**src/rtl/ldsvc_mul.sv**
```systemverilog
// Shift-and-add multiplier: one bit of the multiplier per cycle.
// Unsigned operands; depends on nothing.
module ldsvc_mul #(
  parameter int AW = 42,
  parameter int BW = 42
) (
  input  logic clk,
  input  logic rst,
  input  logic start,
  input  logic [AW-1:0] a,
  input  logic [BW-1:0] b,
  output logic busy,
  output logic [AW+BW-1:0] prod
);
  localparam int CntW = $clog2(BW + 1);
  logic [AW+BW-1:0] acc;
  logic [AW+BW-1:0] mcand;
  logic [BW-1:0] mplier;
  logic [CntW-1:0] cnt;

  always_ff @(posedge clk) begin
    if (rst) begin
      cnt <= '0;
    end else if (start) begin
      cnt <= CntW'(BW);
    end else if (cnt != '0) begin
      cnt <= cnt - 1'b1;
    end
    if (start) begin
      acc <= '0;
      mcand <= {{BW{1'b0}}, a};
      mplier <= b;
    end else if (cnt != '0) begin
      if (mplier[0]) begin
        acc <= acc + mcand;
      end
      mcand <= mcand << 1;
      mplier <= mplier >> 1;
    end
  end

  assign busy = (cnt != '0);
  assign prod = acc;
endmodule

```
**config.mk**
```make
export PLATFORM = sky130hd
export DESIGN_NAME = ldsvc_mul
export DESIGN_NICKNAME = d
export VERILOG_FILES = /design/src/rtl/ldsvc_mul.sv
export SDC_FILE = /design/constraint.sdc
export NUM_CORES = 1
export LEC_CHECK = 0
export BUFFER_PORTS_ARGS = -buffer_cell sky130_fd_sc_hd__clkbuf_2
export CORE_ASPECT_RATIO = 1.75
export CORE_MARGIN = 2
export CORE_UTILIZATION = 50
export CTS_CLUSTER_DIAMETER = 50
export CTS_CLUSTER_SIZE = 12
export DETAILED_ROUTE_END_ITERATION = 10
export GPL_ROUTABILITY_DRIVEN = 0
export PLACE_DENSITY = 0.68
export SYNTH_ARGS = -nofsm -noshare
export SYNTH_HDL_FRONTEND = slang
export SYNTH_SLANG_ARGS = --single-unit
export TNS_END_PERCENT = 50
```
**constraint.sdc**
```tcl
create_clock -name clk -period 9.8 [get_ports clk]
set_input_delay 2.94 -clock clk [delete_from_list [all_inputs] [get_ports clk]]
set_output_delay 2.94 -clock clk [all_outputs]
set_load 0.1 [all_outputs]
```
* Yosys cells after proc, flatten, opt, wreduce, memory -nomap -nowiden
Index checks and enable logic that the tools add are counted.
** Storage, ports and cells
- Register bits after elaboration :: 216
- Input port bits :: 87
- Output and inout bits :: 85
- Logic and storage cells :: 18
** Operators by class
- $add $sub $neg :: 2
- Multiplexer cells :: 6
- Reduce and logical (&&, ||, !) cells :: 4
** Operators with widths (number)
- 42-bit 2-to-1 mux :: 4
- 84-bit adder :: 1
- 6-bit 2-to-1 mux :: 2
- 6-bit nonzero test :: 1
- 6-bit by 1-bit subtractor with 6-bit output, second input constant :: 1
- 2-bit AND reduction :: 1
- 2-bit nonzero test :: 1
- 2-bit OR reduction :: 1

* Logic depth before layout (Yosys ltp)
Gate-level depths: netlist (run 1).
- Depth after elaboration :: 3
- Gate-level depth with buffers :: 13
- Depth with buffers taken out :: 13

* Worst setup path before layout (run 1)
OpenSTA, ideal clock, no wires.
- Path kind :: input-to-reg
- From :: in start
- To :: reg mcand[0] (enable)
- Setup time :: 0.819 ns
- Data arrival time :: 4.753 ns
- Data required time :: 8.981 ns
- Path slack :: 4.228 ns
- Stages :: 3
- Path buffers :: 1
- Cell sequence :: inv_1 clkbuf_1 nand2_1
** Between the ends
- Longest elaborated chain between the ends :: 1
** Ends and longest elaborated chain
- start, declared :: line 9 : input logic start,
- 2-bit nonzero test (no line)
- end signal, assigned :: line 31 : mcand <= {{BW{1'b0}}, a};
- end signal, assigned :: line 37 : mcand <= mcand << 1;
- end, declared :: line 17 : logic [AW+BW-1:0] mcand;
Every way passes these cells.
A chain may end at the register's enable or synchronous reset.

* Worst setup path in the final report (run 1)
- From :: reg cnt[0]
- To :: out busy
** Between the ends
- Longest elaborated chain between the ends :: 1
** Ends and longest elaborated chain
- start, declared :: line 19 : logic [CntW-1:0] cnt;
- start signal, assigned :: line 25 : cnt <= CntW'(BW);
- start signal, assigned :: line 27 : cnt <= cnt - 1'b1;
- 6-bit nonzero test :: line 42 : assign busy = (cnt != '0);
- end, declared :: line 12 : output logic busy,
Every way passes these cells.

==> impl_metrics.toml, run 1 <==
[sta]
worst_slew_pin_slew_ns = 1.127
period_needed_ns = 4.934
slew_violations = 0
fin_setup_tns_ns = 0
post-route-period-util = 0.5035
timing.slew.headroom = 0.2485
fin_worst_skew_ns = 0.02112
hold_violations = 0
finalSetupViolations = 0
fmax_mhz = 202.7
rsz0062_at_grt = "no"
final.setup.worst_slack_ns = 4.866

[grt]
groute.usage.overall = 0.2525
grt_max_degree = 164
antenna_found_initial = 0
grt_pass1_vias = 11700
grt_pass1_wl_um = 56950
overflow = 0

[final_layout]
final_nets = 1807
drive_above_1_share = 0.1908
area_delta_synth_final_pct = 13.16
num_antenna_cells = 0
finalNonFillerCells = 1971
fill_cells = 2399
fin_area_um2 = 14930

[worst_setup_path]
crit_fanout = 3
path_cells = "inv_1 > ha_1 > nand2b_1 > nor4_2 > inv_1 > clkbuf_2"
critPathBufInv = 3
cpMaxStageDelayCell = "clkbuf_2"
cp-end-kind = "primary output"
arrival_ns = 1.99
crit_top_cell = "inv_1"
start_kind = "flip-flop"
max_stage_delay_ns = 0.40
critPathKind = "reg -> out"
worstPathRequired_ns = 6.86
cp_top_family = "buffers and inverters"

[synthesis]
yosys_register_bits = 216
synth_compound_area_frac = 0.2113
synth-xor-area-share = 0.04050
yosysUniqueCellTypes = 73
syn_nets = 1690
synth_top_area_share = 0.2003
syn_inst = 1517
ys_warn_count = 0
synth_mux_area_frac = 0.07389
synth_edf_count = 84
synth-main-ff-cell = "dfxtp_1"
synth_seq_area_share = 0.3916
synth_common_cells = "280 x nand2_1, 224 x a21oi_1, 132 x dfxtp_1, 85 x ha_1, 84 x edfxtp_1"
syn_avg_cell_area_um2 = 8.695
yosys.area.top_type = "dfxtp_1"
synth_area_leaders = "dfxtp_1 20%, edfxtp_1 19%, a21oi_1 8.5%, ha_1 8.1%, nand2_1 8.0%"
ys_async_sr_fraction = 0
synth_top_family_by_area = "compound AO/OA/AOI/OAI gates"
synthAdderAreaFrac = 0.08215
synth_simple_gate_area_frac = 0.1686
synth_most_common_cell = "nand2_1"
syn_area_um2 = 13190

[placement]
dp_cells = 1928
dpl.hpwl_um = 26350
place_area_um2 = 14200
io_buffers = 171
dp_slack_ns = 4.738

[route]
drc = 0
drtPass1Iterations = 5
wl_met3_um = 1379
vias = 11670
drt_iter0_drc = 663
ant_nets = 0
drt-met1-wl_um = 12670
avgViaCountPerCell = 5.921
avgRoutedWirePerCell_um = 18.06
route.met2.wl_um = 19380
wl_um = 35600
maxUsedRoutingLayer = "met4"

[die]
initial_core_util = 0.5081
die-area_um2 = 27750
num_io_pins = 172
core_um2 = 25960
rows = 78
die_h_um = 218.9
die_x_um = 126.8

[clock_network]
cts-root-buf = "clkbuf_16"
h-tree-depth = 1
cts_buffers = 24
post_cts_buffers = 0
clockBufferDepth = 3
cts_sinks = 216
clk_pin_slew_worst_paths_ns = 0.06
cts_resized = 0
ctsHoldBuffers = 0
cts_tree = "done"
insertion_delay_ns = 0.54

[power_and_ir_drop]
ir_drop_mv = 0.2662
leakage_nw = 6.153
power_density_nw_per_um2 = 228.6

[job]
drv_cap = 0

[run_status]
status = "finished clean"

[hold_path]
hold_path_class = "reg -> reg"
cell families after synthesis:
group	count (synthesis)
compound gates	453
flops	216
buf+inv	112
mux	87
xor+xnor	61
simple gates	502
fa+ha+maj	86
tightest hold or removal path, cell delays in order, from the launching register on:
cell and delay [ns]:
dfxtp_1 0.32, nand2_1 0.06, a21oi_1 0.05
stage by stage:
step,util,total power [mW],hold slack [ns]
after CTS,0.5749,3.430,0.4745
after detailed placement,0.5469,2.564,0.4669
final,0.5749,3.412,0.4714
after floorplan,-,2.275,0.4488
after global routing,0.5749,3.591,0.4823
after global placement,0.5469,2.553,0.4587
routing by layer:
metal / global-route usage / vias up
li1: - / 5740
met1: 0.2555 / 5496
met2: 0.4899 / 310
met3: 0.03145 / 125
met4: 0.1451 / 0
met5: 0 / -
power by group:
group          switching (mW)  internal, mW
clock network           0.377         0.476
logic                    1.01         0.388
registers              0.0929          1.07
total                    1.48          1.93
state kept, by name, indices dropped and copies added (netlist names):
name and count:
prod 84, mplier 42, mcand 84, cnt 6
placed cells by master (no fill, tap or decap), drive strengths merged, types with 4 or more instances in the layout:
master and count:
a2111oi 4, and3 11, a21o 39, nor3 29, a21boi 4, nand2b 4
nor4 7, inv 29, o21bai 21, edfxtp 84, xor2 21, buf 6
a21oi 224, ha 85, a31oi 11, nand3 25, nor2 77, nand2 282
nand4 26, clkbuf 207, o21ai 75, a211oi 8, mux2i 4, xnor2 40
and2 6, o211ai 6, a221oi 6, mux2 83, dfxtp 132, o31ai 9
or3 15, nor2b 5, o21a 8
path summary, 6_finish.rpt:
check | depth (start not counted) | startpoint | endpoint | slack, ns
max | 6 | cnt[0] | busy | 4.87
min | 2 | prod[5] | prod[5] | 0.47
max reg2reg | 13 | mcand[0] | prod[80] | 5.54
min reg2reg | 2 | prod[5] | prod[5] | 0.47
area by class of cell:
class / count / area (µm²) / share of cell area
timing repair buffer: 176 / 912.1 / 0.06111
tap: 320 / 400.4 / 0.02683
inverter: 27 / 101.3 / 0.006790
multi-input combinational: 1189 / 7620 / 0.5105
sequential: 216 / 5165 / 0.3460
clock inverter: 6 / 56.30 / 0.003772
clock buffer: 37 / 670.6 / 0.04493
Note: power is estimated with default switching activity, not from simulation.
==> inputs of run 2 (changes only) <==
clock period = 5.1 ns   (was 9.8 ns; I/O delays follow)
==> impl_metrics.toml, run 2 (synthesis results as in run 1) <==
[run_status]
status = "finished clean"

[final_layout]
drive_above_1_share = 0.1929
finalNonFillerCells = 1975
layout_common_cells = "278 x nand2_1, 224 x a21oi_1, 170 x clkbuf_2, 132 x dfxtp_1, 85 x ha_1"
final_common_cell = "nand2_1"
area_delta_synth_final_pct = 13.09
fill_cells = 2400
final_nets = 1813

[clock_network]
cts_sinks = 216
clockBufferDepth = 3
cts-root-buf = "clkbuf_16"
insertion_delay_ns = 0.54
ctsHoldBuffers = 0
post_cts_buffers = 0
clk_pin_slew_worst_paths_ns = 0.06
cts_resized = 0
cts_tree = "done"
cts_buffers = 22
h-tree-depth = 1

[sta]
worst_slew_pin_slew_ns = 0.9186
hold_violations = 0
timing.slew.headroom = 0.3876
fin_worst_skew_ns = 0.02669
rsz0062_at_grt = "no"
post-route-period-util = 0.8308
fmax_mhz = 236.0
slew_violations = 0
fin_setup_tns_ns = 0
finalSetupViolations = 0
final.setup.worst_slack_ns = 0.8627
period_needed_ns = 4.237

[worst_setup_path]
reg2reg_slack_ns = 0.86
critPathBufInv = 0
cpMaxStageDelayCell = "o31ai_1"
cp_top_family = "compound AO/OA/AOI/OAI gates"
start_kind = "flip-flop"
worstPathRequired_ns = 5.52
cp-end-kind = "flip-flop"
path_depth = 13
ff2ff_path_depth = 13
max_stage_delay_ns = 0.76
critPathKind = "reg -> reg"
crit_fanout = 4
path_cells = "ha_1 > fa_1 > a211oi_1 > nor3_1 > o21ai_0 > a31oi_1 > o21ai_1 > a31oi_1 > o31ai_1 > o31ai_1 > a221oi_1 > or4_1 > nand3_1"
arrival_ns = 4.66

[power_and_ir_drop]
power_density_nw_per_um2 = 435.1
p_clk_frac = 0.239
combPwrFrac = 0.418
leakage_nw = 6.162
p_int_mw = 3.658
switching_share = 0.4364
ir_drop_mv = 0.4068
seqPwrFrac = 0.343
switching_power_mw = 2.832

[route]
avgViaCountPerCell = 5.966
wl_um = 36780
drt_iter0_drc = 781
drtPass1Iterations = 5
vias = 11780
drc = 0
ant_nets = 0
avgRoutedWirePerCell_um = 18.62

[placement]
io_buffers = 171
dp_slack_ns = 0.9260
dp_cells = 1936
dpl.hpwl_um = 27540

[die]
initial_core_util = 0.5081
die_h_um = 218.9
die_x_um = 126.8
rows = 78
die-area_um2 = 27750
core_um2 = 25960
num_io_pins = 172

[job]
drv_cap = 0

[grt]
grt_pass1_wl_um = 57950
grt_max_degree = 106
overflow = 0
grt_pass1_vias = 11580
antenna_found_initial = 1
groute.usage.overall = 0.2586

[hold_path]
whs_path_depth = 2
hold_path_class = "reg -> reg"
-- run 2: worst paths after layout --
| path | startpoint | endpoint |
|---|---|---|
| max reg2reg | mcand[0] | prod[80] |
| min reg2reg | mcand[50] | mcand[50] |
| max | mcand[0] | prod[80] |
| min | mcand[50] | mcand[50] |
-- run 2: worst min-delay path, delay by kind of cell, from the launching register on --
kind,cells,cell delay (ns)
AO/OA/AOI/OAI,1,0.05
flip-flops,1,0.32
AND/OR/NAND/NOR,1,0.06
-- run 2: routing by layer --
metal / GRT usage / vias to the layer above / part of all wire
met2: 0.5124 / 332 / 0.56
met1: 0.2584 / 5609 / 0.35
met5: 0 / - / 0
met3: 0.03023 / 95 / 0.037
met4: 0.1377 / 0 / 0.050
li1: - / 5746 / -
-- run 2: cell type report --
cell class	count	area, µm²	share of cell area
well taps	320	400.4	0.02684
flip-flops and latches	216	5165	0.3463
inverters	27	101.3	0.006794
diodes	1	2.502	0.0001678
clock inverters	2	22.52	0.001510
repair buffers	184	972.2	0.06517
multi-input cells	1189	7620	0.5108
clock buffers	36	633.1	0.04244
-- run 2: power by group through the flow --
stage	Combinational, mW	Clock [mW]	Sequential, mW
2_1_floorplan	1.39	0	2.98
3_3_place_gp	2.67	0	2.25
3_5_place_dp	2.69	0	2.26
4_1_cts	2.71	1.59	2.23
5_1_grt	2.92	1.65	2.25
6_report	2.71	1.55	2.23
-- run 2: per-stage QoR --
| stage | hold WS [ns] | total power, mW | utilization | instance area, µm² |
|---|---|---|---|---|
| global route | 0.4929 | 6.817 | 0.5746 | 14920 |
| detailed placement | 0.4652 | 4.951 | 0.5493 | 14260 |
| floorplan | 0.4488 | 4.371 | - | 13190 |
| finish | 0.4704 | 6.490 | 0.5746 | 14920 |
| CTS | 0.4727 | 6.521 | 0.5745 | 14910 |
| global placement | 0.4570 | 4.926 | 0.5493 | 14260 |
