## src/rtl/ldsvc_pkg.sv

```systemverilog
// Package for the linear velocity command block.
// Widths, reset values, opcodes, register indices and the payload types.
// No dependencies.
package ldsvc_pkg;
  localparam int PosW   = 32;
  localparam int QuatW  = 16;
  localparam int GainW  = 16;
  localparam int LimW   = 31;
  localparam int VelW   = 41;
  localparam int SqW    = 84;
  localparam int RootW  = 42;
  localparam int ProdW  = 72;
  localparam int CfgIdxW = 1;
  localparam int CfgDataW = 31;

  localparam logic signed [GainW-1:0] GainReset = -16'sd512;
  localparam logic [LimW-1:0] LimitReset = 31'd19661;

  localparam logic [1:0] OpMeas = 2'd0;
  localparam logic [1:0] OpTarget = 2'd1;
  localparam logic [1:0] OpTick = 2'd2;

  localparam logic [CfgIdxW-1:0] RegGain = 1'd0;
  localparam logic [CfgIdxW-1:0] RegLimit = 1'd1;

  typedef struct packed {
    logic [1:0] opcode;
    logic signed [PosW-1:0] pos_x;
    logic signed [PosW-1:0] pos_y;
    logic signed [PosW-1:0] pos_z;
    logic signed [QuatW-1:0] quat_w;
    logic signed [QuatW-1:0] quat_x;
    logic signed [QuatW-1:0] quat_y;
    logic signed [QuatW-1:0] quat_z;
  } in_item_t;

  typedef struct packed {
    logic signed [PosW-1:0] vel_x;
    logic signed [PosW-1:0] vel_y;
    logic signed [PosW-1:0] vel_z;
    logic signed [QuatW-1:0] orient_w;
    logic signed [QuatW-1:0] orient_x;
    logic signed [QuatW-1:0] orient_y;
    logic signed [QuatW-1:0] orient_z;
    logic clamped;
  } out_item_t;

  typedef struct packed {
    logic start;
    logic busy;
  } unit_ctl_t;
endpackage

```

## src/rtl/ldsvc_div.sv

```systemverilog
// Restoring divider, one quotient bit per cycle.
// Depends on ldsvc_pkg for widths.
module ldsvc_div (
  input  logic clk,
  input  logic rst,
  input  logic start,
  input  logic [ldsvc_pkg::ProdW-1:0] dividend,
  input  logic [ldsvc_pkg::RootW-1:0] divisor,
  output logic busy,
  output logic [ldsvc_pkg::ProdW-1:0] quot
);
  localparam int PW = ldsvc_pkg::ProdW;
  localparam int DW = ldsvc_pkg::RootW;
  localparam int CntW = $clog2(PW + 1);
  logic [PW-1:0] q;
  logic [DW:0] rem;
  logic [DW-1:0] den;
  logic [CntW-1:0] cnt;
  logic [DW:0] rem_sh;

  assign rem_sh = {rem[DW-1:0], q[PW-1]};

  always_ff @(posedge clk) begin
    if (rst) begin
      cnt <= '0;
    end else if (start) begin
      cnt <= CntW'(PW);
    end else if (cnt != '0) begin
      cnt <= cnt - 1'b1;
    end
    if (start) begin
      q <= dividend;
      rem <= '0;
      den <= divisor;
    end else if (cnt != '0) begin
      if (rem_sh >= {1'b0, den}) begin
        rem <= rem_sh - {1'b0, den};
        q <= {q[PW-2:0], 1'b1};
      end else begin
        rem <= rem_sh;
        q <= {q[PW-2:0], 1'b0};
      end
    end
  end

  assign busy = (cnt != '0);
  assign quot = q;
endmodule
```

## config.mk

```make
export PLATFORM = sky130hd
export DESIGN_NAME = ldsvc_div
export DESIGN_NICKNAME = d
export VERILOG_FILES = /design/src/rtl/ldsvc_pkg.sv /design/src/rtl/ldsvc_div.sv
export SDC_FILE = /design/constraint.sdc
export NUM_CORES = 1
export LEC_CHECK = 0
export BUFFER_PORTS_ARGS = -buffer_cell sky130_fd_sc_hd__buf_2
export CAP_MARGIN = 5
export CORE_UTILIZATION = 57
export CTS_BUF_LIST = sky130_fd_sc_hd__clkbuf_2
export CTS_CLUSTER_SIZE = 24
export DETAILED_ROUTE_END_ITERATION = 8
export PLACE_DENSITY = 0.87
export SYNTH_ARGS = -nofsm -noshare
export SYNTH_HDL_FRONTEND = slang
export SYNTH_SLANG_ARGS = --single-unit
```

## constraint.sdc

```tcl
create_clock -name clk -period 4.4 [get_ports clk]
set_input_delay 0.88 -clock clk [delete_from_list [all_inputs] [get_ports clk]]
set_output_delay 0.88 -clock clk [all_outputs]
set_load 0.005 [all_outputs]
```

## Word level (Yosys, flattened, before mapping)

Cells that the tools add are included.

- $lt $le $gt $ge: 1
- Mux-type cells: 6
- Reductions and logical operators: 3
- Add/sub/neg operators: 2

Operators with widths:

| operator | count |
|---|---|
| 72-bit two-way mux | 2 |
| 43-bit by 42-bit greater-or-equal comparator with 1-bit output | 1 |
| 42-bit two-way mux | 1 |
| 42-bit subtractor | 1 |
| 7-bit two-way mux | 2 |
| 7-bit nonzero test | 1 |
| 7-bit by 1-bit subtractor with 7-bit output (second input constant) | 1 |
| 2-bit nonzero test | 1 |
| 2-bit OR reduction | 1 |
| 1-bit two-way mux | 1 |

- Logic and storage cells: 17
- Bits in registers: 163
- Output and inout port bits: 73

## Longest topological paths before layout

Gate-level depths: netlist (run 1).

- Word-level depth: 4
- Mapped depth: 14
- Depth with buffers taken out: 13

## Worst setup path before layout (run 1)

OpenSTA, ideal clock, no wires.

- Path type: register to register
- Start point: reg cnt[0]
- End point: reg q[0], in the netlist quot[0], enable pin
- Data required time: 3.825 ns
- Arrival time: 2.760 ns
- Stages on the path, launching flop included: 10
- Period minus slack after synthesis: 3.335 ns
- Slack: 1.065 ns
- Path through: dfxtp_1 > inv_1 > ha_1 > nand2b_1 > or4_1 > nor2_1 > inv_2 > clkbuf_1 > nor2_1 > inv_1

- Word-level cells in the longest chain between the ends: 2

RTL lines:

| item | RTL line | source |
|---|---|---|
| start, declared | ldsvc_div.sv:18 | `logic [CntW-1:0] cnt;` |
| start signal, assigned | ldsvc_div.sv:27 | `cnt <= CntW'(PW);` |
| start signal, assigned | ldsvc_div.sv:29 | `cnt <= cnt - 1'b1;` |
| 7-bit nonzero test | ldsvc_div.sv:35 | `end else if (cnt != '0) begin` |
| 2-bit nonzero test (no line) | -- |  |
| end signal, assigned | ldsvc_div.sv:32 | `q <= dividend;` |
| end signal, assigned | ldsvc_div.sv:38 | `q <= {q[PW-2:0], 1'b1};` |
| end signal, assigned | ldsvc_div.sv:41 | `q <= {q[PW-2:0], 1'b0};` |
| end, declared | ldsvc_div.sv:15 | `logic [PW-1:0] q;` |

No other way between the ends.
A chain may end at the register's enable or synchronous reset.

## Worst setup path in the final report (run 1)

- Start point: reg cnt[0]
- End point: out busy

- Word-level cells in the longest chain between the ends: 1

RTL lines:

| item | RTL line | source |
|---|---|---|
| 7-bit nonzero test | ldsvc_div.sv:46 | `assign busy = (cnt != '0);` |
| end, declared | ldsvc_div.sv:9 | `output logic busy,` |

No other way between the ends.

==> impl_metrics.ini, run 1 <==
[drt]
detailedRoute.firstIterationViolations = 466
firstDrtPassIters = 5
drcViolationCount = 0
drtAntennaViolNets = 0
finalWirelength_mm = 21.13
average_detailed_routed_wire_length_per_instance_um = 16.75
detailroute.via_count = 7289
post_drt_via_cell_ratio = 5.780

[sta]
setup_viol_count_final = 0
setup_tns_ns = 0
final-max-slew-violation-count = 0
fin_crit_sh_pct = 87.79
hold_ws_ns = 0.2765
worst_slew_margin_rel_pct = 37.76
hold_viol = 0
grt_setup_unrepaired = false
worst_skew_ns = 0.06613
fmaxAchievable_ghz = 0.2589
worst_slew_pin_slew_ns = 0.9336
timing.final.crit_period_ns = 3.863

[worst_hold_path]
timing.hold.worst.start = divisor[38]
hp-class = in -> reg
whs_path_depth = 1
worst_hold_path.endpoint = den[38]

[global_route]
global_route.usage.total_pct = 25.87
global_route.overflow_total = 0
grt_max_degree = 73
antenna_found_initial = 0
vias_in_the_first_global_route = 7027
grt_pass1_wl_mm = 33.53

[cells_and_area]
insertedDiodeCount = 0
num-nets-final = 1193
final_common_cell = sky130_fd_sc_hd__buf_2
final_cell_mix = sky130_fd_sc_hd__buf_2 (188), sky130_fd_sc_hd__edfxtp_1 (114), sky130_fd_sc_hd__nand2_1 (77)
area_delta_synth_final_pct = 14.12
drive_above_1_share_pct = 33.11

[die]
io-pin-count = 190
dieArea_mm2 = 0.01673
floorplan.die.width_um = 129.3
coreArea_mm2 = 0.01589
starting_density_of_the_core_pct = 58.19
num_rows = 46
die_y_um = 129.3

[cts]
clockRootBuffer = sky130_fd_sc_hd__clkbuf_2
cts_tree = done
cts.reportedPaths.clkPinSlew_ns = 0.28
clock_sinks = 163
cts-buffers-inserted = 17
cts_max_level = 4
post_cts_resized = 0
ctsHoldBuffers = 0
clk_path_buf_depth = 2
worstSkewPairLatency_ns = 0.77
cts_setup_buffers = 0

[worst_setup_path]
cp.arrival_ns = 2.98
endpoint_kind = output port
setup.reg_to_reg.worst_slack_ns = 0.95
worst_setup_path_start_kind = flop
r2r_start = den[37]
r2r_end = rem[21]
critical_path_class = reg -> out
cp.required_ns = 3.52
highest_net_fanout_along_the_worst_path = 52
r2r.worst_path.cells = 11

[synthesis]
synth_edf_count = 114
syn-cell-area_mm2 = 0.009244
postSynthNetCount = 1015
synth_warnings = 0
postSynthCellCount = 854
ys_ff_latch = 163
synth_async_sr_flop_share_pct = 0
postSynthAreaPerCell_um2 = 10.82
ys_types = 71
postSynth.topFlopCell = sky130_fd_sc_hd__edfxtp_1
ys_seq_area_share_pct = 47.64

[outcome]
outcome = finished clean

[place]
post-dp-hpwl_mm = 15.63
finalWeightedCongestion = 0.9168
portBuffers = 189

[pwr]
power.density_cell_area_mw_per_mm2 = 423.4
peakVddDrop_v = 0.0003454
leakage_nw = 4.605
total_power_mw = 4.467

[job]
drv.max_cap_violation_count = 0
[state kept, by name, summed over array words and instances, names as in the netlist]
name and flops:
quot 72, den 42, cnt 7, rem 42
[metal layers]
| layer | vias up | wire length [um] | global-route usage (%) |
|---|---|---|---|
| met5 | - | 0 | 0 |
| met4 | 0 | 486 | 8.581 |
| met3 | 40 | 1373 | 6.936 |
| met2 | 252 | 10480 | 45.67 |
| met1 | 3461 | 8782 | 30.45 |
| li1 | 3536 | - | - |
[Yosys cell counts, drive strengths merged, types with 4 or more instances]
cell type,instances,area [um^2]
mux2,72,810.8
nor4,8,80.08
xor2,14,122.6
a31oi,10,62.56
nor3,13,70.07
clkbuf,25,95.09
ha,43,538.0
o21ai,29,145.1
edfxtp,114,3423
o31ai,5,42.54
dfxtp,49,980.9
and2,4,25.02
o21bai,6,45.04
o211ai,8,60.06
nor2,61,236.5
xnor2,20,175.2
o211a,4,40.04
a311oi,25,325.3
inv,58,217.7
or3,9,56.30
nand2,90,370.4
buf,14,122.6
nand3,15,80.08
o21a,7,52.55
a21o,24,180.2
mux2i,7,70.07
a21oi,48,244.0
and3,7,43.79
a211oi,12,100.1
nand4,11,68.82
nor2b,5,31.28
[power by group]
group          total, mW  internal (mW)  switching [mW]
registers           2.10           1.94           0.157
clock network      0.788          0.179           0.609
logic               1.58          0.677           0.900
[worst max-delay path, cell delays in order, from the launching register on]
cell and delay, ns:
sky130_fd_sc_hd__dfxtp_1 0.37, sky130_fd_sc_hd__inv_1 0.08, sky130_fd_sc_hd__ha_1 0.19, sky130_fd_sc_hd__nand2b_1 0.07, sky130_fd_sc_hd__or4_1 0.42, sky130_fd_sc_hd__nor2_1 0.25, sky130_fd_sc_hd__inv_2 0.23, sky130_fd_sc_hd__buf_4 0.37
sky130_fd_sc_hd__buf_2 0.22
[kinds of logic (layout without fill, tap and decap cells)]
family | after synthesis | after routing | share of synthesized area, %
buf+inv | 98 | 289 | 4.751
flops | 163 | 163 | 47.64
xor+xnor | 34 | 34 | 3.221
mux | 79 | 79 | 9.529
fa+ha+maj | 44 | 44 | 6.037
simple gates | 234 | 234 | 12.40
compound gates | 202 | 202 | 16.42
[metrics by stage]
stage / instance area (um^2) / util (%) / worst slack, ns / cells
2_1_floorplan: 9244 / - / 1.065 / 854
3_3_place_gp: 10330 / 65.02 / 1.138 / 1229
3_5_place_dp: 10330 / 65.02 / 1.033 / 1229
4_1_cts: 10550 / 66.41 / 0.5050 / 1261
5_1_grt: 10550 / 66.41 / 0.3277 / 1261
6_report: 10550 / 66.41 / 0.5372 / 1261
[how the worst max path moves through the flow]
stage,endpoint,depth (start not counted),slack [ns],from
2_1_floorplan,quot[0],9,1.07,cnt[0]
3_3_place_gp,rem[21],11,1.14,den[37]
3_5_place_dp,rem[18],11,1.03,den[37]
4_1_cts,busy,8,0.51,cnt[0]
5_1_grt,busy,8,0.33,cnt[0]
6_report,busy,8,0.54,cnt[0]
[area by class of cell]
type | count | area [um^2]
fill | 1279 | 5336
sequential | 163 | 4404
multi-input combinational | 593 | 4400
timing repair buffer | 198 | 1032
tap | 216 | 270.3
inverter | 59 | 221.5
clock inverter | 15 | 135.1
clock buffer | 17 | 85.08
Note: power is estimated with default switching activity, not from simulation.
==> inputs of run 2 (changes only) <==
--- a/config.mk
+++ b/config.mk
@@ -11,7 +11,7 @@
 export CTS_BUF_LIST = sky130_fd_sc_hd__clkbuf_2
 export CTS_CLUSTER_SIZE = 24
 export DETAILED_ROUTE_END_ITERATION = 8
-export PLACE_DENSITY = 0.87
+export PLACE_DENSITY_LB_ADDON = 0.3
 export SYNTH_ARGS = -nofsm -noshare
 export SYNTH_HDL_FRONTEND = slang
 export SYNTH_SLANG_ARGS = --single-unit
==> run 2 against run 1 <==
Effect of this change: register-to-register slack got worse by 0.07 ns; die area stayed put; count of clock-buffer cells in the layout is 1 higher; sequential share of layout area up 0.13 points; final area is 0.31% lower; global-route usage grew 0.46 points; core utilization down 0.20 points; critical path depth unchanged; non-clock buffer count is 1 lower; critical endpoint unchanged; clock power down 6.6%.
==> impl_metrics.ini, run 2 (synthesis results as in run 1) <==
[outcome]
outcome = finished clean

[cts]
clock_sinks = 163
post_cts_resized = 0
cts-buffers-inserted = 17
cts_tree = done
clk_path_buf_depth = 2
clockRootBuffer = sky130_fd_sc_hd__clkbuf_2
ctsHoldBuffers = 0
worstSkewPairLatency_ns = 0.74
cts.reportedPaths.clkPinSlew_ns = 0.25
cts_max_level = 4
cts_setup_buffers = 0

[sta]
fin_crit_sh_pct = 85.93
worst_slew_margin_rel_pct = 37.62
final-max-slew-violation-count = 0
grt_setup_unrepaired = false
setup_tns_ns = 0
timing.final.crit_period_ns = 3.781
fmaxAchievable_ghz = 0.2645
hold_viol = 0
setup_viol_count_final = 0
worst_slew_pin_slew_ns = 0.9357
worst_skew_ns = 0.02874

[drt]
finalWirelength_mm = 21.46
drcViolationCount = 0
detailedRoute.firstIterationViolations = 635
post_drt_via_cell_ratio = 5.692
drtAntennaViolNets = 0
average_detailed_routed_wire_length_per_instance_um = 17.03
detailroute.via_count = 7172
firstDrtPassIters = 8

[die]
coreArea_mm2 = 0.01589
num_rows = 46
starting_density_of_the_core_pct = 58.19
io-pin-count = 190
floorplan.die.width_um = 129.3
dieArea_mm2 = 0.01673
die_y_um = 129.3

[worst_hold_path]
hp-class = in -> reg

[cells_and_area]
drive_above_1_share_pct = 32.95
final_cell_mix = sky130_fd_sc_hd__buf_2 (188), sky130_fd_sc_hd__edfxtp_1 (114), sky130_fd_sc_hd__nand2_1 (77)
num-nets-final = 1192
final_common_cell = sky130_fd_sc_hd__buf_2
area_delta_synth_final_pct = 13.77
insertedDiodeCount = 0
largest_register_ff_count = 72

[global_route]
global_route.usage.total_pct = 26.33
grt_pass1_wl_mm = 34.02
grt_max_degree = 73
vias_in_the_first_global_route = 6760
global_route.overflow_total = 0
antenna_found_initial = 0

[worst_setup_path]
critical_path_class = reg -> out
cp.arrival_ns = 2.90
worst_setup_path_start_kind = flop
worst_setup_path_endpoint = busy
highest_net_fanout_along_the_worst_path = 38
setup.worst_path.start = cnt[0]
setup.reg_to_reg.worst_slack_ns = 0.88
r2r_end = rem[26]
r2r_start = den[37]
endpoint_kind = output port
cp.required_ns = 3.52
r2r.worst_path.cells = 9

[pwr]
peakVddDrop_v = 0.0002879
power.density_cell_area_mw_per_mm2 = 419.1
total_power_mw = 4.408
leakage_nw = 4.587

[job]
drv.max_cap_violation_count = 0

[place]
finalWeightedCongestion = 0.9015
portBuffers = 189
post-dp-hpwl_mm = 15.60
run 2: cell count changes in the layout (fill, tap and decap cells not counted):
cell                         before  now
sky130_fd_sc_hd__clkinv_2         0    2
sky130_fd_sc_hd__buf_4            8    7
sky130_fd_sc_hd__clkbuf_2        17   18
sky130_fd_sc_hd__inv_8            6    3
sky130_fd_sc_hd__inv_6            5    2
sky130_fd_sc_hd__clkinv_1         3    4
sky130_fd_sc_hd__clkinv_4         1    2
sky130_fd_sc_hd__clkinvlp_4       1    2
run 2: power breakdown:
part | switching (mW) | internal, mW | total [mW]
combinational | 0.901 | 0.679 | 1.58
sequential | 0.150 | 1.94 | 2.09
clock | 0.576 | 0.159 | 0.736
run 2: routing by layer:
metal / share of wire [%] / wire (um) / up-vias / global-route usage (%)
li1: - / - / 3523 / -
met1: 43 / 9229 / 3350 / 33.61
met2: 47 / 10100 / 263 / 42.69
met3: 7.8 / 1670 / 36 / 8.092
met4: 2.2 / 466 / 0 / 8.512
met5: 0 / 0 / - / 0
run 2: critical path, stage by stage (launching register included):
cell and delay (ns):
sky130_fd_sc_hd__dfxtp_1 0.37, sky130_fd_sc_hd__inv_1 0.09, sky130_fd_sc_hd__ha_1 0.19, sky130_fd_sc_hd__nand2b_1 0.08, sky130_fd_sc_hd__or4_1 0.42, sky130_fd_sc_hd__nor2_1 0.16
sky130_fd_sc_hd__inv_2 0.30, sky130_fd_sc_hd__buf_4 0.38, sky130_fd_sc_hd__buf_2 0.18
run 2: metrics by stage:
| step | setup WS, ns | util [%] | std cells | hold WS [ns] | area (um^2) |
|---|---|---|---|---|---|
| global placement | 1.064 | 64.97 | 1228 | 0.4659 | 10320 |
| CTS | 0.5539 | 66.20 | 1260 | 0.2201 | 10520 |
| finish | 0.6192 | 66.20 | 1260 | 0.2919 | 10520 |
| global route | 0.3784 | 66.20 | 1260 | 0.1955 | 10520 |
| floorplan | 1.065 | - | 854 | 0.4495 | 9244 |
| detailed placement | 0.9998 | 64.97 | 1228 | 0.4699 | 10320 |
run 2: worst min path at each step:
stage                     slack [ns]      end  cells after the start   startpoint
after global routing            0.20  den[11]                      1  divisor[11]
after detailed placement        0.47   rem[2]                      2       rem[2]
after global placement          0.47   rem[2]                      2       rem[2]
after CTS                       0.22  den[12]                      1  divisor[12]
after floorplan                 0.45   rem[2]                      2       rem[2]
final                           0.29  den[12]                      1  divisor[12]
run 2: area by class of cell:
cell class | instances | area, um^2
Multi-Input combinational cell | 593 | 4400
Fill cell | 1312 | 5369
Timing Repair Buffer | 197 | 1025
Sequential cell | 163 | 4404
Clock buffer | 18 | 90.09
Clock inverter | 14 | 105.1
Tap cell | 216 | 270.3
Inverter | 59 | 221.5
==> inputs of run 3 (changes only) <==
--- a/config.mk
+++ b/config.mk
@@ -6,7 +6,6 @@
 export NUM_CORES = 1
 export LEC_CHECK = 0
 export BUFFER_PORTS_ARGS = -buffer_cell sky130_fd_sc_hd__buf_2
-export CAP_MARGIN = 5
 export CORE_UTILIZATION = 57
 export CTS_BUF_LIST = sky130_fd_sc_hd__clkbuf_2
 export CTS_CLUSTER_SIZE = 24
==> constraint.sdc (replaced) <==
create_clock -name clk -period 4.4 [get_ports clk]
set_input_delay 0.44 -clock clk [delete_from_list [all_inputs] [get_ports clk]]
set_output_delay 0.44 -clock clk [all_outputs]
set_load 0.005 [all_outputs]
==> run 3 against run 2 <==
Effect of this change: combinational power rose by 7%; sequential share of layout area fell by 4.4 points; non-clock buffer count up 115; global-route usage increased by 5.1 points; clock skew increased by 0.024 ns; hold slack lost 0.21 ns; die area is the same; highest routed layer unchanged; flip-flop and latch count unchanged; largest power group unchanged; final area up 12%; critical endpoint unchanged; worst setup slack better by 0.28 ns.
==> impl_metrics.ini, run 3 (synthesis results as in run 1) <==
[outcome]
outcome = finished clean

[pwr]
peakVddDrop_v = 0.0002754
total_power_mw = 4.748
power.density_cell_area_mw_per_mm2 = 404.3
leakage_nw = 5.105

[die]
die_y_um = 129.3
starting_density_of_the_core_pct = 58.19
coreArea_mm2 = 0.01589
num_rows = 46
io-pin-count = 190
dieArea_mm2 = 0.01673
floorplan.die.width_um = 129.3

[place]
post-dp-hpwl_mm = 15.51
numPlacedInstances = 1228
finalWeightedCongestion = 0.9329
portBuffers = 189
postPlaceCellArea_mm2 = 0.01032

[worst_setup_path]
cp.required_ns = 3.96
highest_net_fanout_along_the_worst_path = 40
critical_path_class = reg -> out
maximum_single_stage_delay_on_the_critical_path_ns = 0.44
worst_setup_path_start_kind = flop
cp.arrival_ns = 3.06
cp_num_buf_inv = 4
endpoint_kind = output port
crit_family = buffers and inverters
critical_path.cell_chain = inv_1 -> ha_1 -> nand2b_1 -> or4_1 -> nor2_1 -> inv_2 -> buf_4 -> buf_2
setup.reg_to_reg.worst_slack_ns = 1.00
crit_path_top_delay_cell = sky130_fd_sc_hd__or4_1

[global_route]
grt_pass1_wl_mm = 39.99
grt_max_degree = 73
antenna_found_initial = 1
global_route.usage.total_pct = 31.44
global_route.overflow_total = 0
vias_in_the_first_global_route = 7803

[drt]
drtAntennaViolNets = 0
average_detailed_routed_wire_length_per_instance_um = 18.75
finalWirelength_mm = 25.82
post_drt_via_cell_ratio = 5.795
detailedRoute.firstIterationViolations = 568
detailroute.via_count = 7980
firstDrtPassIters = 5
drcViolationCount = 0

[sta]
setup_viol_count_final = 0
worst_skew_ns = 0.05277
final-max-slew-violation-count = 0
hold_viol = 0
setup_tns_ns = 0
worst_slew_margin_rel_pct = 38.04
grt_setup_unrepaired = false
worst_slew_pin_slew_ns = 0.9294
timing.final.crit_period_ns = 3.503
fin_crit_sh_pct = 79.62
fmaxAchievable_ghz = 0.2854

[cells_and_area]
final_common_cell = sky130_fd_sc_hd__buf_2
drive_above_1_share_pct = 29.85
final_cell_mix = sky130_fd_sc_hd__buf_2 (188), sky130_fd_sc_hd__dlygate4sd3_1 (115), sky130_fd_sc_hd__edfxtp_1 (114)
final_cells = 1377
area_delta_synth_final_pct = 27.06
num-nets-final = 1307
post-route-cell-area_mm2 = 0.01175
largest_register_ff_count = 72

[cts]
cts.reportedPaths.clkPinSlew_ns = 0.26
cts-buffers-inserted = 17
cts_max_level = 4
post_cts_resized = 0
clk_path_buf_depth = 2
cts_tree = done
clockRootBuffer = sky130_fd_sc_hd__clkbuf_2
clock_sinks = 163
worstSkewPairLatency_ns = 0.80

[job]
drv.max_cap_violation_count = 0

[worst_hold_path]
hp-class = in -> reg
## run 3: cell count changes in the layout (fill, tap and decap cells not counted), sizes merged
cell         delta
clkinv          -4
inv             +1
clkinvlp        -1
diode           +2
clkbuf          +1
bufinv          +3
dlygate4sd3   +115
## run 3: cell type report
type | count | area (um^2)
Multi-Input combinational cell | 593 | 4400
Antenna cell | 2 | 5.005
Clock buffer | 19 | 95.09
Sequential cell | 163 | 4404
Tap cell | 216 | 270.3
Inverter | 59 | 221.5
Fill cell | 1091 | 4140
Timing Repair Buffer | 312 | 2176
Clock inverter | 13 | 172.7
## run 3: repair_timing
item	in CTS	in global routing
buffers inserted	0	0
endpoints found under the setup margin	0	0
endpoints found under the hold margin	121	0
hold buffers	115	0
## run 3: through the flow
stage	setup slack, ns	util [%]	hold slack (ns)
3_3_place_gp	1.141	64.97	0.4648
3_5_place_dp	1.122	64.97	0.4772
2_1_floorplan	1.065	-	0.4495
5_1_grt	0.6621	73.92	0.03244
6_report	0.8967	73.94	0.07770
4_1_cts	0.8975	73.91	0.02784
## run 3: path summary, 6_finish.rpt
check / to / cells after the start / from
setup / recovery: busy / 8 / cnt[0]
hold / removal: den[39] / 1 / start
setup reg to reg: rem[0] / 12 / den[1]
hold reg to reg: rem[11] / 2 / rem[10]
## run 3: metal layers
layer | vias up | global-route usage [%] | share of wire, %
met5 | - | 0 | 0
met4 | 0 | 13.84 | 3.9
met3 | 85 | 8.588 | 7.1
met2 | 379 | 52.75 | 49
met1 | 3755 | 37.92 | 41
li1 | 3761 | - | -
## run 3: where the power goes
part           switching, mW  internal (mW)  total (mW)
Sequential             0.176           1.95        2.12
Combinational          0.949          0.745        1.69
Clock                  0.596          0.336       0.932
