===== src/rtl/ldsvc_pkg.sv =====
// Package for the linear velocity command block.
// Widths, reset values, opcodes, register indices and the payload types.
// No dependencies.
package ldsvc_pkg;
  localparam int PosW   = 32;
  localparam int QuatW  = 16;
  localparam int GainW  = 16;
  localparam int LimW   = 31;
  localparam int VelW   = 41;
  localparam int SqW    = 84;
  localparam int RootW  = 42;
  localparam int ProdW  = 72;
  localparam int CfgIdxW = 1;
  localparam int CfgDataW = 31;

  localparam logic signed [GainW-1:0] GainReset = -16'sd512;
  localparam logic [LimW-1:0] LimitReset = 31'd19661;

  localparam logic [1:0] OpMeas = 2'd0;
  localparam logic [1:0] OpTarget = 2'd1;
  localparam logic [1:0] OpTick = 2'd2;

  localparam logic [CfgIdxW-1:0] RegGain = 1'd0;
  localparam logic [CfgIdxW-1:0] RegLimit = 1'd1;

  typedef struct packed {
    logic [1:0] opcode;
    logic signed [PosW-1:0] pos_x;
    logic signed [PosW-1:0] pos_y;
    logic signed [PosW-1:0] pos_z;
    logic signed [QuatW-1:0] quat_w;
    logic signed [QuatW-1:0] quat_x;
    logic signed [QuatW-1:0] quat_y;
    logic signed [QuatW-1:0] quat_z;
  } in_item_t;

  typedef struct packed {
    logic signed [PosW-1:0] vel_x;
    logic signed [PosW-1:0] vel_y;
    logic signed [PosW-1:0] vel_z;
    logic signed [QuatW-1:0] orient_w;
    logic signed [QuatW-1:0] orient_x;
    logic signed [QuatW-1:0] orient_y;
    logic signed [QuatW-1:0] orient_z;
    logic clamped;
  } out_item_t;

  typedef struct packed {
    logic start;
    logic busy;
  } unit_ctl_t;
endpackage


===== src/rtl/ldsvc_root.sv =====
// Restoring square root, one result bit per cycle.
// Depends on ldsvc_pkg for widths.
module ldsvc_root (
  input  logic clk,
  input  logic rst,
  input  logic start,
  input  logic [ldsvc_pkg::SqW-1:0] radicand,
  output logic busy,
  output logic [ldsvc_pkg::RootW-1:0] root
);
  localparam int RW = ldsvc_pkg::RootW;
  localparam int CntW = $clog2(RW + 1);
  logic [2*RW-1:0] rad;
  logic [RW+1:0] rem;
  logic [RW-1:0] q;
  logic [CntW-1:0] cnt;
  logic [RW+1:0] rem_sh;
  logic [RW+1:0] trial;

  assign rem_sh = {rem[RW-1:0], rad[2*RW-1 -: 2]};
  assign trial = {q, 2'b01};

  always_ff @(posedge clk) begin
    if (rst) begin
      cnt <= '0;
    end else if (start) begin
      cnt <= CntW'(RW);
    end else if (cnt != '0) begin
      cnt <= cnt - 1'b1;
    end
    if (start) begin
      rad <= radicand;
      rem <= '0;
      q <= '0;
    end else if (cnt != '0) begin
      rad <= rad << 2;
      if (rem_sh >= trial) begin
        rem <= rem_sh - trial;
        q <= {q[RW-2:0], 1'b1};
      end else begin
        rem <= rem_sh;
        q <= {q[RW-2:0], 1'b0};
      end
    end
  end

  assign busy = (cnt != '0);
  assign root = q;
endmodule


===== config.mk =====
export PLATFORM = sky130hd
export DESIGN_NAME = ldsvc_root
export DESIGN_NICKNAME = d
export VERILOG_FILES = /design/src/rtl/ldsvc_pkg.sv /design/src/rtl/ldsvc_root.sv
export SDC_FILE = /design/constraint.sdc
export NUM_CORES = 1
export LEC_CHECK = 0
export ABC_CLOCK_PERIOD_IN_PS = 8500
export BUFFER_PORTS_ARGS = -buffer_cell sky130_fd_sc_hd__buf_2
export CAP_MARGIN = 20
export CORE_MARGIN = 2
export CORE_UTILIZATION = 63
export CTS_CLUSTER_SIZE = 16
export DETAILED_ROUTE_END_ITERATION = 6
export GPL_ROUTABILITY_DRIVEN = 0
export PLACE_DENSITY_LB_ADDON = 0.08
export SYNTH_ARGS = -nofsm -noshare
export SYNTH_HDL_FRONTEND = slang
export SYNTH_SLANG_ARGS = --single-unit

===== constraint.sdc =====
create_clock -name clk -period 8.5 [get_ports clk]
set_input_delay 1.7 -clock clk [delete_from_list [all_inputs] [get_ports clk]]
set_output_delay 1.7 -clock clk [all_outputs]
set_load 0.02 [all_outputs]

# Word-level counts from Yosys, hierarchy flattened
# Index checks and enable logic that the tools add are counted.
# word_totals
register_bits	174
latch_bits	0
mem_bits_rw	0
mem_bits_ro	0
inputBits	87
output_inout_bits	43
wordCells	17
n_memories	0
# classes
n_addsub	2
n_mul	0
div	0
n_lt_le_gt_ge	1
eq_ne	0
shift	0
n_mux	6
n_bitwise	0
reduce_logical	3
# op_table
operator	n
$mux W84	2
$ge A44 B44 Y1	1
$mux W42	1
$sub A42 B42 Y42	1
$mux W6	2
$reduce_bool A6 Y1	1
$sub A6 B1 Y6 const B	1
$reduce_bool A2 Y1	1
$reduce_or A2 Y1	1
$mux W1	1

# Depth between registers and ports, before layout
# Gate-level depths: netlist (run 1).
# logic_depth
word_depth	3
ltp_mapped	14
depth_no_buf	11

# Worst setup path before layout (run 1)
# Ideal clock, no wire load.
# synth_timing
kind	input to register
start	input port start
end	register rad[0], enable pin
setup_time_ns	0.445
arrival_time_ns	4.274
slack_ns	3.781
path_stages	5
n_path_buf	3
path_cell_list	clkbuf_1 > clkbuf_1 > inv_1 > clkbuf_1 > nand2_1
# synth_between
elab_chain_len	1
# synth_rtl
element	line	text
start, declared	ldsvc_root.sv:6	input logic start,
$reduce_bool A2 Y1 (no source line)	n/a	
end signal, assigned	ldsvc_root.sv:32	rad <= radicand;
end signal, assigned	ldsvc_root.sv:36	rad <= rad << 2;
end, declared	ldsvc_root.sv:13	logic [2*RW-1:0] rad;
# Every way passes these cells.
# A chain may end at the register's enable or synchronous reset.

# Worst setup path in the final report (run 1)
# layout_timing
start	register cnt[0]
end	output port busy
# layout_between
elab_chain_len	1
# layout_rtl
element	line	text
start, declared	ldsvc_root.sv:16	logic [CntW-1:0] cnt;
start signal, assigned	ldsvc_root.sv:27	cnt <= CntW'(RW);
start signal, assigned	ldsvc_root.sv:29	cnt <= cnt - 1'b1;
$reduce_bool A6 Y1	ldsvc_root.sv:47	assign busy = (cnt != '0);
end, declared	ldsvc_root.sv:8	output logic busy,
# Every way passes these cells.

==> results of run 1 <==
-- layout make-up --
type                    instances  share of cell area (%)
multi-input cells             738                    44.8
clock inverters                15                    1.41
clock buffers                  17                    3.87
inverters                      57                    1.96
flip-flops and latches        174                    39.3
well taps                     188                    2.14
repair buffers                134                    6.45
-- through the flow --
| stage | hold WS (ns) | instances | worst slack [ns] |
|---|---|---|---|
| global route | 0.500 | 1323 | 3.91 |
| floorplan | 0.440 | 1032 | 3.78 |
| CTS | 0.479 | 1322 | 4.06 |
| finish | 0.478 | 1323 | 4.06 |
| global placement | 0.460 | 1290 | 4.39 |
| detailed placement | 0.470 | 1290 | 4.37 |
-- cell usage after synthesis, types with 10 or more instances --
| library cell | n | area share [%] |
|---|---|---|
| a211oi_1 | 10 | 0.77 |
| a211oi_2 | 11 | 1.4 |
| a21o_1 | 13 | 1.0 |
| a21oi_1 | 107 | 5.5 |
| a31oi_1 | 10 | 0.64 |
| clkbuf_1 | 46 | 1.8 |
| dfxtp_1 | 90 | 19 |
| edfxtp_1 | 84 | 26 |
| ha_1 | 45 | 5.8 |
| inv_1 | 56 | 2.2 |
| mux2_2 | 83 | 9.6 |
| nand2_1 | 165 | 6.4 |
| nand3_1 | 19 | 0.98 |
| nand4_1 | 13 | 0.84 |
| nor2_1 | 54 | 2.1 |
| nor3_1 | 14 | 0.72 |
| o211ai_1 | 14 | 1.1 |
| o21ai_0 | 43 | 2.2 |
| o21ai_1 | 13 | 0.67 |
| xnor2_1 | 23 | 2.1 |
| xor2_1 | 12 | 1.1 |
-- worst max-delay path by stage --
| stage | cells past startpoint | slack, ns | start | to |
|---|---|---|---|---|
| after CTS | 7 | 4.06 | cnt[0]$_SDFFE_PP0P_ | busy |
| after floorplan | 5 | 3.78 | start | rad[0]$_SDFFCE_PN0P_ |
| final | 7 | 4.06 | cnt[0]$_SDFFE_PP0P_ | busy |
| after detailed placement | 3 | 4.37 | start | rad[2]$_DFFE_PP_ |
| after global placement | 3 | 4.39 | start | rad[6]$_DFFE_PP_ |
| after global routing | 7 | 3.91 | cnt[0]$_SDFFE_PP0P_ | busy |
-- report_power, final --
| group | switching (mW) | total, mW | leakage, nW | internal [mW] |
|---|---|---|---|---|
| Combinational | 1.16 | 1.97 | 2.53 | 0.818 |
| Clock | 0.352 | 0.764 | 0.264 | 0.412 |
| Sequential | 0.0841 | 1.13 | 1.62 | 1.05 |
| Total | 1.59 | 3.87 | 4.42 | 2.28 |
-- kinds of logic (layout without fill, tap and decap cells) --
| family | count (synthesis) | after routing |
|---|---|---|
| multiplexers | 91 | 91 |
| flip-flops | 174 | 174 |
| AO/OA/AOI/OAI | 266 | 266 |
| buffers and inverters | 120 | 223 |
| AND/OR/NAND/NOR | 301 | 301 |
| adder cells (fa/ha/maj) | 45 | 45 |
| XOR/XNOR | 35 | 35 |
-- critical path, cell delays in order, from the launching register on --
cell      delay [ns]
dfxtp_1         0.32
inv_1           0.09
ha_1            0.20
or3b_2          0.51
nor3_2          0.16
buf_4           0.38
clkinv_2        0.36
buf_2           0.27
-- sequential cells by signal (all words and copies together) (netlist names) --
name and cells:
root 42, rem 42, cnt 6, rad 84
-- per-layer routing --
metal  up-vias  global-route usage (%)  share of wire [%]
li1       3883                       -                  -
met1      3626                    32.6                 45
met2       168                    41.3                 49
met3        19                    5.43                4.6
met4         0                    7.05                1.2
met5         -                       0                  0
==> reports/qor.txt, run 1 <==
Status = completed
CTS max path bufs = 2
CP Capture Type = primary output
Hold Buf Count CTS = 0
CP Class = reg -> out
DR pass1 iterations = 6
Initial Util = 64.2%
Die H = 128 µm
Least-Margin Pin Slew = 0.950 ns
Syn_area_per_cell = 9.42 µm²
Slew Limit Fails = 0
Worst R2R Start = root[0]$_SDFFE_PP0P_
Worst EP arrival = 2.74 ns
FP Rows = 45
Setup TNS = 0 ns
Final min period = 4.44 ns
Yosys warns = 0
Fin util = 72.6%
R2R depth = 11
Pwr dens = 352 nW/µm²
FMAX = 225 MHz
Hold Fails Final Rpt = 0
Max rail drop VDD = 0.252 mV
Sequential cell area = 4320 µm²
Adder-cell area share of the yosys netlist = 5.79%
Syn_nets = 1,164
Critical Path Source Type = register
Avg WL per Cell = 15.2 µm
Mux contribution to synthesized area = 10.4%
Setup violators final = 0
Initial DRC Count = 562
Hold path startpoint = root[34]$_SDFFE_PP0P_
Post-route ant nets = 0
Initial antenna violation count = 0
Synth-to-Final Area Change = 13.0%
CTS resizes = 0
CTS sink cnt = 174
Worst-path maximum fanout = 36
Clock slew at reported path FFs = 0.07 ns
Core Footprint = 15,100 µm²
Yosys cell types = 59
Largest net degree at the start of global routing = 97
Largest family of logic cells by synthesized area = compound AO/OA/AOI/OAI gates
Root buf cell = clkbuf_16
Die boundary width = 128 µm
Worst hold path class = reg -> reg
First-pass GRT wire length = 33.1 mm
Filler Cell Count = 1,147
Unrepaired setup endpoints after global routing = no
H-tree depth = 4
Post-synth EDFFs = 84
Postcts setup bufs = 0
Ant diodes = 0
All-Layer GR Usage = 24.8%
Post-Synthesis Cells = 1,032
Crit share post-route = 52.3%
Share of layout cells above drive strength 1 = 23.7%
Synth Cell Area = 9720 µm²
LEAKAGE = 4.42 nW
IO buf count = 129
CTS Buf Count = 17
Synth Area in Compound Gates = 17.6%
Clock skew = 0.00968 ns
Die footprint = 16,400 µm²
Gr ovfl total = 0
Relative slew margins = 36.7%
Area fraction in and, or, nand and nor cells after synthesis = 13.5%
Final WL = 20.2 mm
Worst skew pair latency = 0.43 ns
Final net count = 1,254
Async SR Flop Fraction = 0%
Drt via density = 5.82
Post-DP HPWL = 13.7 mm
Worst EP required = 6.80 ns
Worst hold stages = 2
Vias in the first global route = 7,088
Hold EP = root[34]$_SDFFE_PP0P_
Area of the multi-input gates = 4930 µm²
Placement Cell Area = 10,400 µm²
Flops & latches, synth = 174
Total Power = 3.87 mW
Max-cap violations = 0
Most frequent cells in the layout = nand2_1, buf_2, a21oi_1
Flop2flop setup slack = 4.75 ns
Ports = 130
Sequential share of the synthesized area = 44.5%
DRC = 0
CTS tree = done
DR vias = 7,696
Commonest non-fill, non-tap cell in the layout = nand2_1
Post-synthesis xor/xnor area fraction = 3.15%
Final instance area = 11,000 µm²
Primary FF master, synth = dfxtp_1
Reg2reg end = rem[39]$_SDFFE_PP0P_
No activity file was read; power rests on OpenSTA's default activity.
==> inputs of run 2 (changes only) <==
Settings changed: ABC_CLOCK_PERIOD_IN_PS 8500 to 4500, CORE_UTILIZATION 63 to 58.
Clock period 8.5 ns to 4.5 ns, I/O delays scaled along.
==> run 2 against run 1 <==
Clock power grew 110%. Combinational power up 89%. Clock-buffer cell count did not move. Worst setup slack got worse by 3.1 ns. Highest routed layer unchanged.
==> reports/qor.txt, run 2 (synthesis results as in run 1) <==
Status = completed
Largest net degree at the start of global routing = 169 (+74%)
Avg WL per Cell = 15.4 µm (+1.0%)
Max-cap violations = 0 (unchanged)
Pwr dens = 672 nW/µm² (+91%)
Final net count = 1,258 (+0.32%)
Buf/Inv on CP = 1 (-3)
Sw Ratio = 40.7% (-0.45 points)
Ports = 130 (unchanged)
Hold Fails Final Rpt = 0 (unchanged)
Worst skew pair latency = 0.44 ns (about the same)
Worst EP arrival = 3.93 ns (+1.19 ns)
Commonest non-fill, non-tap cell in the layout = nand2_1
Switching Power = 3.04 mW (+91%)
Critical Path Source Type = register
Reg with most FFs = rad
IO buf count = 129 (unchanged)
CTS sink cnt = 174 (unchanged)
Max incr delay on CP = 0.48 ns (-0.03 ns)
LEAKAGE = 4.47 nW (+1.3%)
Initial Util = 59.1% (-5.1 points)
Pint = 4.43 mW (+94%)
DR pass1 iterations = 5 (-1)
Synth-to-Final Area Change = 14.3%
CP Class = reg -> reg
Postcts setup bufs = 0 (unchanged)
Reg power frac = 28.7% (-0.5 points)
Core Footprint = 16,500 µm² (+8.7%)
DR vias = 7,723 (+0.35%)
Worst EP required = 4.85 ns (-1.95 ns)
Ant diodes = 0 (unchanged)
FMAX = 279 MHz
Least-Margin Pin Slew = 0.874 ns (-0.0763 ns)
Hold Buf Count CTS = 0 (unchanged)
Sequential cell area = 4320 µm² (unchanged)
CP top delay family = compound AO/OA/AOI/OAI gates
Unrepaired setup endpoints after global routing = no
Final min period = 3.59 ns
Worst-path maximum fanout = 67 (+86%)
CP Capture Type = register
Gr ovfl total = 0 (unchanged)
Initial DRC Count = 450 (-20%)
Max rail drop VDD = 0.420 mV (+67%)
Most frequent cells in the layout = nand2_1, buf_2, a21oi_1
Max reg flops = 84 (unchanged)
Die boundary width = 133 µm (+4.1%)
Clock power share = 21.4% (+1.7 points)
Share of layout cells above drive strength 1 = 24.1% (+0.36 points)
Die H = 133 µm (+4.1%)
Filler Cell Count = 1,390 (+21%)
Die footprint = 17,800 µm² (+8.3%)
CP Cell Sequence = inv_1 -> ha_1 -> nor2b_1 -> o31a_1 -> o311a_1 -> a211o_1 -> o2111ai_4 -> nand2_4 -> nand3_1 -> o211ai_1 -> a211oi_1
Clock slew at reported path FFs = 0.07 ns (about the same)
Post-DP HPWL = 14.1 mm (+2.9%)
Relative slew margins = 41.8% (+5.1 points)
CTS resizes = 0 (unchanged)
DRC = 0 (unchanged)
Placement Cell Area = 10,500 µm² (+0.87%)
All-Layer GR Usage = 23.5% (-1.3 points)
H-tree depth = 4 (unchanged)
Post-route ant nets = 0 (unchanged)
Vias in the first global route = 7,224 (+1.9%)
Setup TNS = 0 ns (unchanged)
Drt via density = 5.68 (-2.3%)
Combinational fraction of design power = 49.9% (-1.1 points)
Area of the multi-input gates = 4930 µm² (unchanged)
CTS tree = done
FP Rows = 47 (+4.4%)
Clock skew = 0.0106 ns (+0.000917 ns)
Crit-path slowest cell = nand2_4
CTS Buf Count = 17 (unchanged)
First-pass GRT wire length = 34.2 mm (+3.3%)
Root buf cell = clkbuf_16
Flop2flop setup slack = 0.91 ns (-3.84 ns)
Final WL = 20.9 mm (+3.8%)
Slew Limit Fails = 0 (unchanged)
CTS max path bufs = 2 (unchanged)
Worst hold path class = reg -> reg
Initial antenna violation count = 0 (unchanged)
Crit share post-route = 79.7%
Final instance area = 11,100 µm² (+1.1%)
Setup violators final = 0 (unchanged)
run 2: final cells by class:
type                            instances  area share (%)
Tap cell                              220            2.48
Timing Repair Buffer                  138            6.58
Clock buffer                           17            3.83
Multi-Input combinational cell        738            44.3
Clock inverter                         15            1.95
Sequential cell                       174            38.9
Inverter                               57            1.94
run 2: path summary, 6_finish.rpt:
kind	start	cells past startpoint	end
worst max-delay path	root[0]$_SDFFE_PP0P_	11	rem[41]$_SDFFE_PP0P_
worst min-delay path	rem[10]$_SDFFE_PP0P_	2	rem[10]$_SDFFE_PP0P_
worst max register to register	root[0]$_SDFFE_PP0P_	11	rem[41]$_SDFFE_PP0P_
worst min register to register	rem[10]$_SDFFE_PP0P_	2	rem[10]$_SDFFE_PP0P_
run 2: per-layer routing:
metal	global-route usage [%]	part of all wire [%]
met2	36.7	47
met3	5.67	5.5
met4	8.22	2.1
met5	0	0
met1	32.0	46
run 2: tightest hold or removal path, stage by stage (launching register included):
cell and delay, ns:
dfxtp_1 0.33, nand2_1 0.06, a21oi_1 0.05
run 2: through the flow:
step | power, mW | worst slack (ns) | hold slack [ns] | utilization [%] | instances
floorplan | 5.21 | 0.346 | 0.440 | - | 1032
global placement | 5.82 | 1.04 | 0.463 | 63.6 | 1327
detailed placement | 5.85 | 0.932 | 0.472 | 63.6 | 1327
CTS | 7.48 | 0.913 | 0.483 | 67.5 | 1359
global route | 8.00 | 0.608 | 0.504 | 67.5 | 1359
finish | 7.47 | 0.913 | 0.479 | 67.5 | 1359
run 2: power by group through the flow:
stage	Sequential [mW]	Clock, mW	Combinational [mW]
6_report	2.14	1.60	3.73
5_1_grt	2.17	1.68	4.15
4_1_cts	2.14	1.63	3.71
3_5_place_dp	2.17	0	3.67
3_3_place_gp	2.17	0	3.65
2_1_floorplan	2.13	0	3.08
==> inputs of run 3 (changes only) <==
Settings changed: ABC_AREA from default to 1, ABC_CLOCK_PERIOD_IN_PS 4500 to 3700, CORE_UTILIZATION 58 to 59.
Clock period 4.5 ns to 3.7 ns, I/O delays scaled along.
==> run 3 against run 2 <==
Worst setup slack worse by 0.16 ns. Non-clock buffer count up 1. Global-route usage up 5.6 points. Critical path depth up 2. Via count up 28%. Combinational power up 51%. Critical endpoint is now rem[30]$_SDFFE_PP0P_. Largest power group unchanged.
==> reports/qor.txt, run 3 <==
Post-synth top area share = 23.9% (-2.0 points)
Hold path startpoint = cnt[0]$_SDFFE_PP0P_
Initial Util = 60.6% (+1.5 points)
Flops & latches, synth = 174 (unchanged)
Adder-cell area share of the yosys netlist = 5.33% (-0.46 points)
IO buf count = 129 (unchanged)
Largest net degree at the start of global routing = 104 (-38%)
Min Hold Slack = 0.469 ns (-0.00980 ns)
Post-route ant nets = 0 (unchanged)
All-Layer GR Usage = 29.0% (+5.6 points)
Global Route met2 Usage = 47.7% (+11 points)
Met3 usage = 6.44% (+0.77 points)
First-pass GRT wire length = 43.5 mm (+27%)
Crit share post-route = 79.7% (about the same)
Setup violators final = 0 (unchanged)
Async SR Flop Fraction = 0% (unchanged)
CTS sink cnt = 174 (unchanged)
CTS tree = done
Clock skew = 0.0158 ns (+0.00516 ns)
CTS max path bufs = 2 (unchanged)
Crit-path slowest cell = nand3_2
Yosys top cell by area = edfxtp_1
Die H = 138 µm (+3.2%)
Max rail drop VDD = 0.524 mV (+25%)
Worst skew pair latency = 0.44 ns (about the same)
Die boundary width = 138 µm (+3.2%)
Drt via density = 5.33 (-6.2%)
Synth Area in Compound Gates = 6.41% (-11 points)
Worst R2R Start = root[21]$_SDFFE_PP0P_
Buf/Inv on CP = 2 (+1)
Sequential share of the synthesized area = 41.0% (-3.5 points)
H-tree depth = 4 (unchanged)
Share of layout cells above drive strength 1 = 13.4% (-11 points)
Most used routing layer in global routing = met2
Final WL = 26.8 mm (+28%)
Max reg flops = 84 (unchanged)
Final min period = 2.95 ns (-0.640 ns)
CP Capture Type = register
CP Class = reg -> reg
Relative slew margins = 28.1% (-14 points)
Post-Synthesis Cells = 1,513 (+47%)
CTS Buf Count = 17 (unchanged)
Max-cap violations = 0 (unchanged)
Primary FF master, synth = dfxtp_1
CP Cell Sequence = inv_1 -> ha_1 -> a21oi_1 -> nand2_1 -> nand2_1 -> nand2_1 -> a21oi_2 -> nand2_2 -> nand2_4 -> nand3_2 -> or2_2 -> nand3_1 -> inv_1
Synth-to-Final Area Change = 12.9%
Initial DRC Count = 732 (+63%)
Slew Limit Fails = 0 (unchanged)
FMAX = 339 MHz (+22%)
Hold Fails Final Rpt = 0 (unchanged)
Synth top area cells = edfxtp_1, nand2_1, dfxtp_1
Avg WL per Cell = 14.4 µm (-6.4%)
Top-count cell post-synth = nand2_1
Worst path most repeated cell = nand2_1
Largest family of logic cells by synthesized area = simple AND/OR/NAND/NOR gates
Setup TNS = 0 ns (unchanged)
Worst hold stages = 2 (unchanged)
Ports = 130 (unchanged)
Reg2reg end = rem[30]$_SDFFE_PP0P_
Reg with most FFs = rad
CTS resizes = 0 (unchanged)
Yosys cell types = 40 (-32%)
R2R depth = 13 (+2)
Synth Cell Area = 10,600 µm² (+8.5%)
Total Power = 10.0 mW (+34%)
Post-synth EDFFs = 84 (unchanged)
Die footprint = 19,000 µm² (+6.5%)
Mux contribution to synthesized area = 0% (-10 points)
Vias in the first global route = 9,168 (+27%)
Clock slew at reported path FFs = 0.08 ns (about the same)
Worst-path maximum fanout = 30 (-55%)
DRC = 0 (unchanged)
Status = completed
Hold EP = cnt[0]$_SDFFE_PP0P_
Post-synth top cells = nand2_1, inv_1, nor2_1
Root buf cell = clkbuf_16
Gr ovfl total = 0 (unchanged)
Syn_area_per_cell = 6.98 µm² (-26%)
Final WS setup = 0.753 ns (-0.160 ns)
Core Footprint = 17,400 µm² (+5.8%)
Max incr delay on CP = 0.45 ns (-0.03 ns)
Pwr dens = 841 nW/µm² (+25%)
Ant diodes = 0 (unchanged)
Initial antenna violation count = 0 (unchanged)
Least-Margin Pin Slew = 1.08 ns (+0.205 ns)
Worst hold path class = reg -> reg
Sequential cell area = 4320 µm² (unchanged)
DR pass1 iterations = 6 (+1)
Postcts setup bufs = 0 (unchanged)
Critical Path Source Type = register
DR vias = 9,898 (+28%)
Filler Cell Count = 1,551 (+12%)
Most frequent cells in the layout = nand2_1, inv_1, nor2_1
Final net count = 1,751 (+39%)
Syn_nets = 1,645 (+41%)
Area fraction in and, or, nand and nor cells after synthesis = 36.3% (+23 points)
Yosys warns = 0 (unchanged)
Worst EP required = 4.05 ns (-0.80 ns)
Setup Slack @ Placement = 0.831 ns (-0.100 ns)
Commonest non-fill, non-tap cell in the layout = nand2_1
Post-DP HPWL = 19.3 mm (+37%)
LEAKAGE = 6.26 nW (+40%)
Unrepaired setup endpoints after global routing = no
Flop2flop setup slack = 0.75 ns (-0.16 ns)
Area of the multi-input gates = 5260 µm² (+6.8%)
Post-synthesis xor/xnor area fraction = 1.74% (-1.4 points)
M1 GR Usage = 37.0% (+5.0 points)
FP Rows = 48 (+2.1%)
Worst EP arrival = 3.29 ns (-0.64 ns)
Hold Buf Count CTS = 0 (unchanged)
CP top delay family = simple AND/OR/NAND/NOR gates
## run 3: cell count changes after synthesis, moves of 41 or more
cell | previous run | this run
inv_1 | 56 | 188
nor2_1 | 54 | 136
nand2_1 | 165 | 612
nand3_1 | 19 | 60
mux2_2 | 83 | 0
a21oi_1 | 107 | 36
## run 3: tightest hold or removal path: stages, from the launching register on
cell,delay [ns]
dfxtp_1,0.31
nand2_1,0.06
a21oi_1,0.06
## run 3: area by class of cell
cell class,count,share of cell area (%)
sequential,174,36.3
inverter,192,6.07
clock buffer,18,3.60
timing repair buffer,139,6.17
clock inverter,14,1.35
multi-input combinational,1095,44.2
tap,225,2.36
## run 3: how the worst max path moves through the flow
stage | end | start | cells after the start
6_report | rem[30]$_SDFFE_PP0P_ | root[21]$_SDFFE_PP0P_ | 13
5_1_grt | rem[30]$_SDFFE_PP0P_ | root[12]$_SDFFE_PP0P_ | 15
4_1_cts | rem[30]$_SDFFE_PP0P_ | root[0]$_SDFFE_PP0P_ | 13
3_5_place_dp | rem[30]$_SDFFE_PP0P_ | root[21]$_SDFFE_PP0P_ | 13
3_3_place_gp | rem[30]$_SDFFE_PP0P_ | root[21]$_SDFFE_PP0P_ | 15
2_1_floorplan | rad[0]$_SDFFCE_PN0P_ | start | 4
## run 3: where the power goes
group	switching [mW]	internal [mW]
Combinational	3.84	1.78
Clock	0.872	0.966
Sequential	0.180	2.38
## run 3: stage by stage
| step | instance area, µm² | utilization [%] | instances |
|---|---|---|---|
| 2_1_floorplan | 10600 | - | 1513 |
| 3_3_place_gp | 11300 | 65.0 | 1825 |
| 3_5_place_dp | 11300 | 65.0 | 1825 |
| 4_1_cts | 11900 | 68.4 | 1857 |
| 5_1_grt | 11900 | 68.4 | 1857 |
| 6_report | 11900 | 68.4 | 1857 |
## run 3: layer usage
layer | vias to the layer above | share of wire (%)
met5 | - | 0
met4 | 0 | 3.4
met3 | 69 | 6.5
met2 | 361 | 46
met1 | 4446 | 44
li1 | 5022 | -
## run 3: cell families after synthesis
logic type	after synthesis
AOI/OAI and AO/OA	117
DFF	174
buffers and inverters	244
xor gates and xnor gates	21
adders and majority gates	45
and+or+nand+nor	912
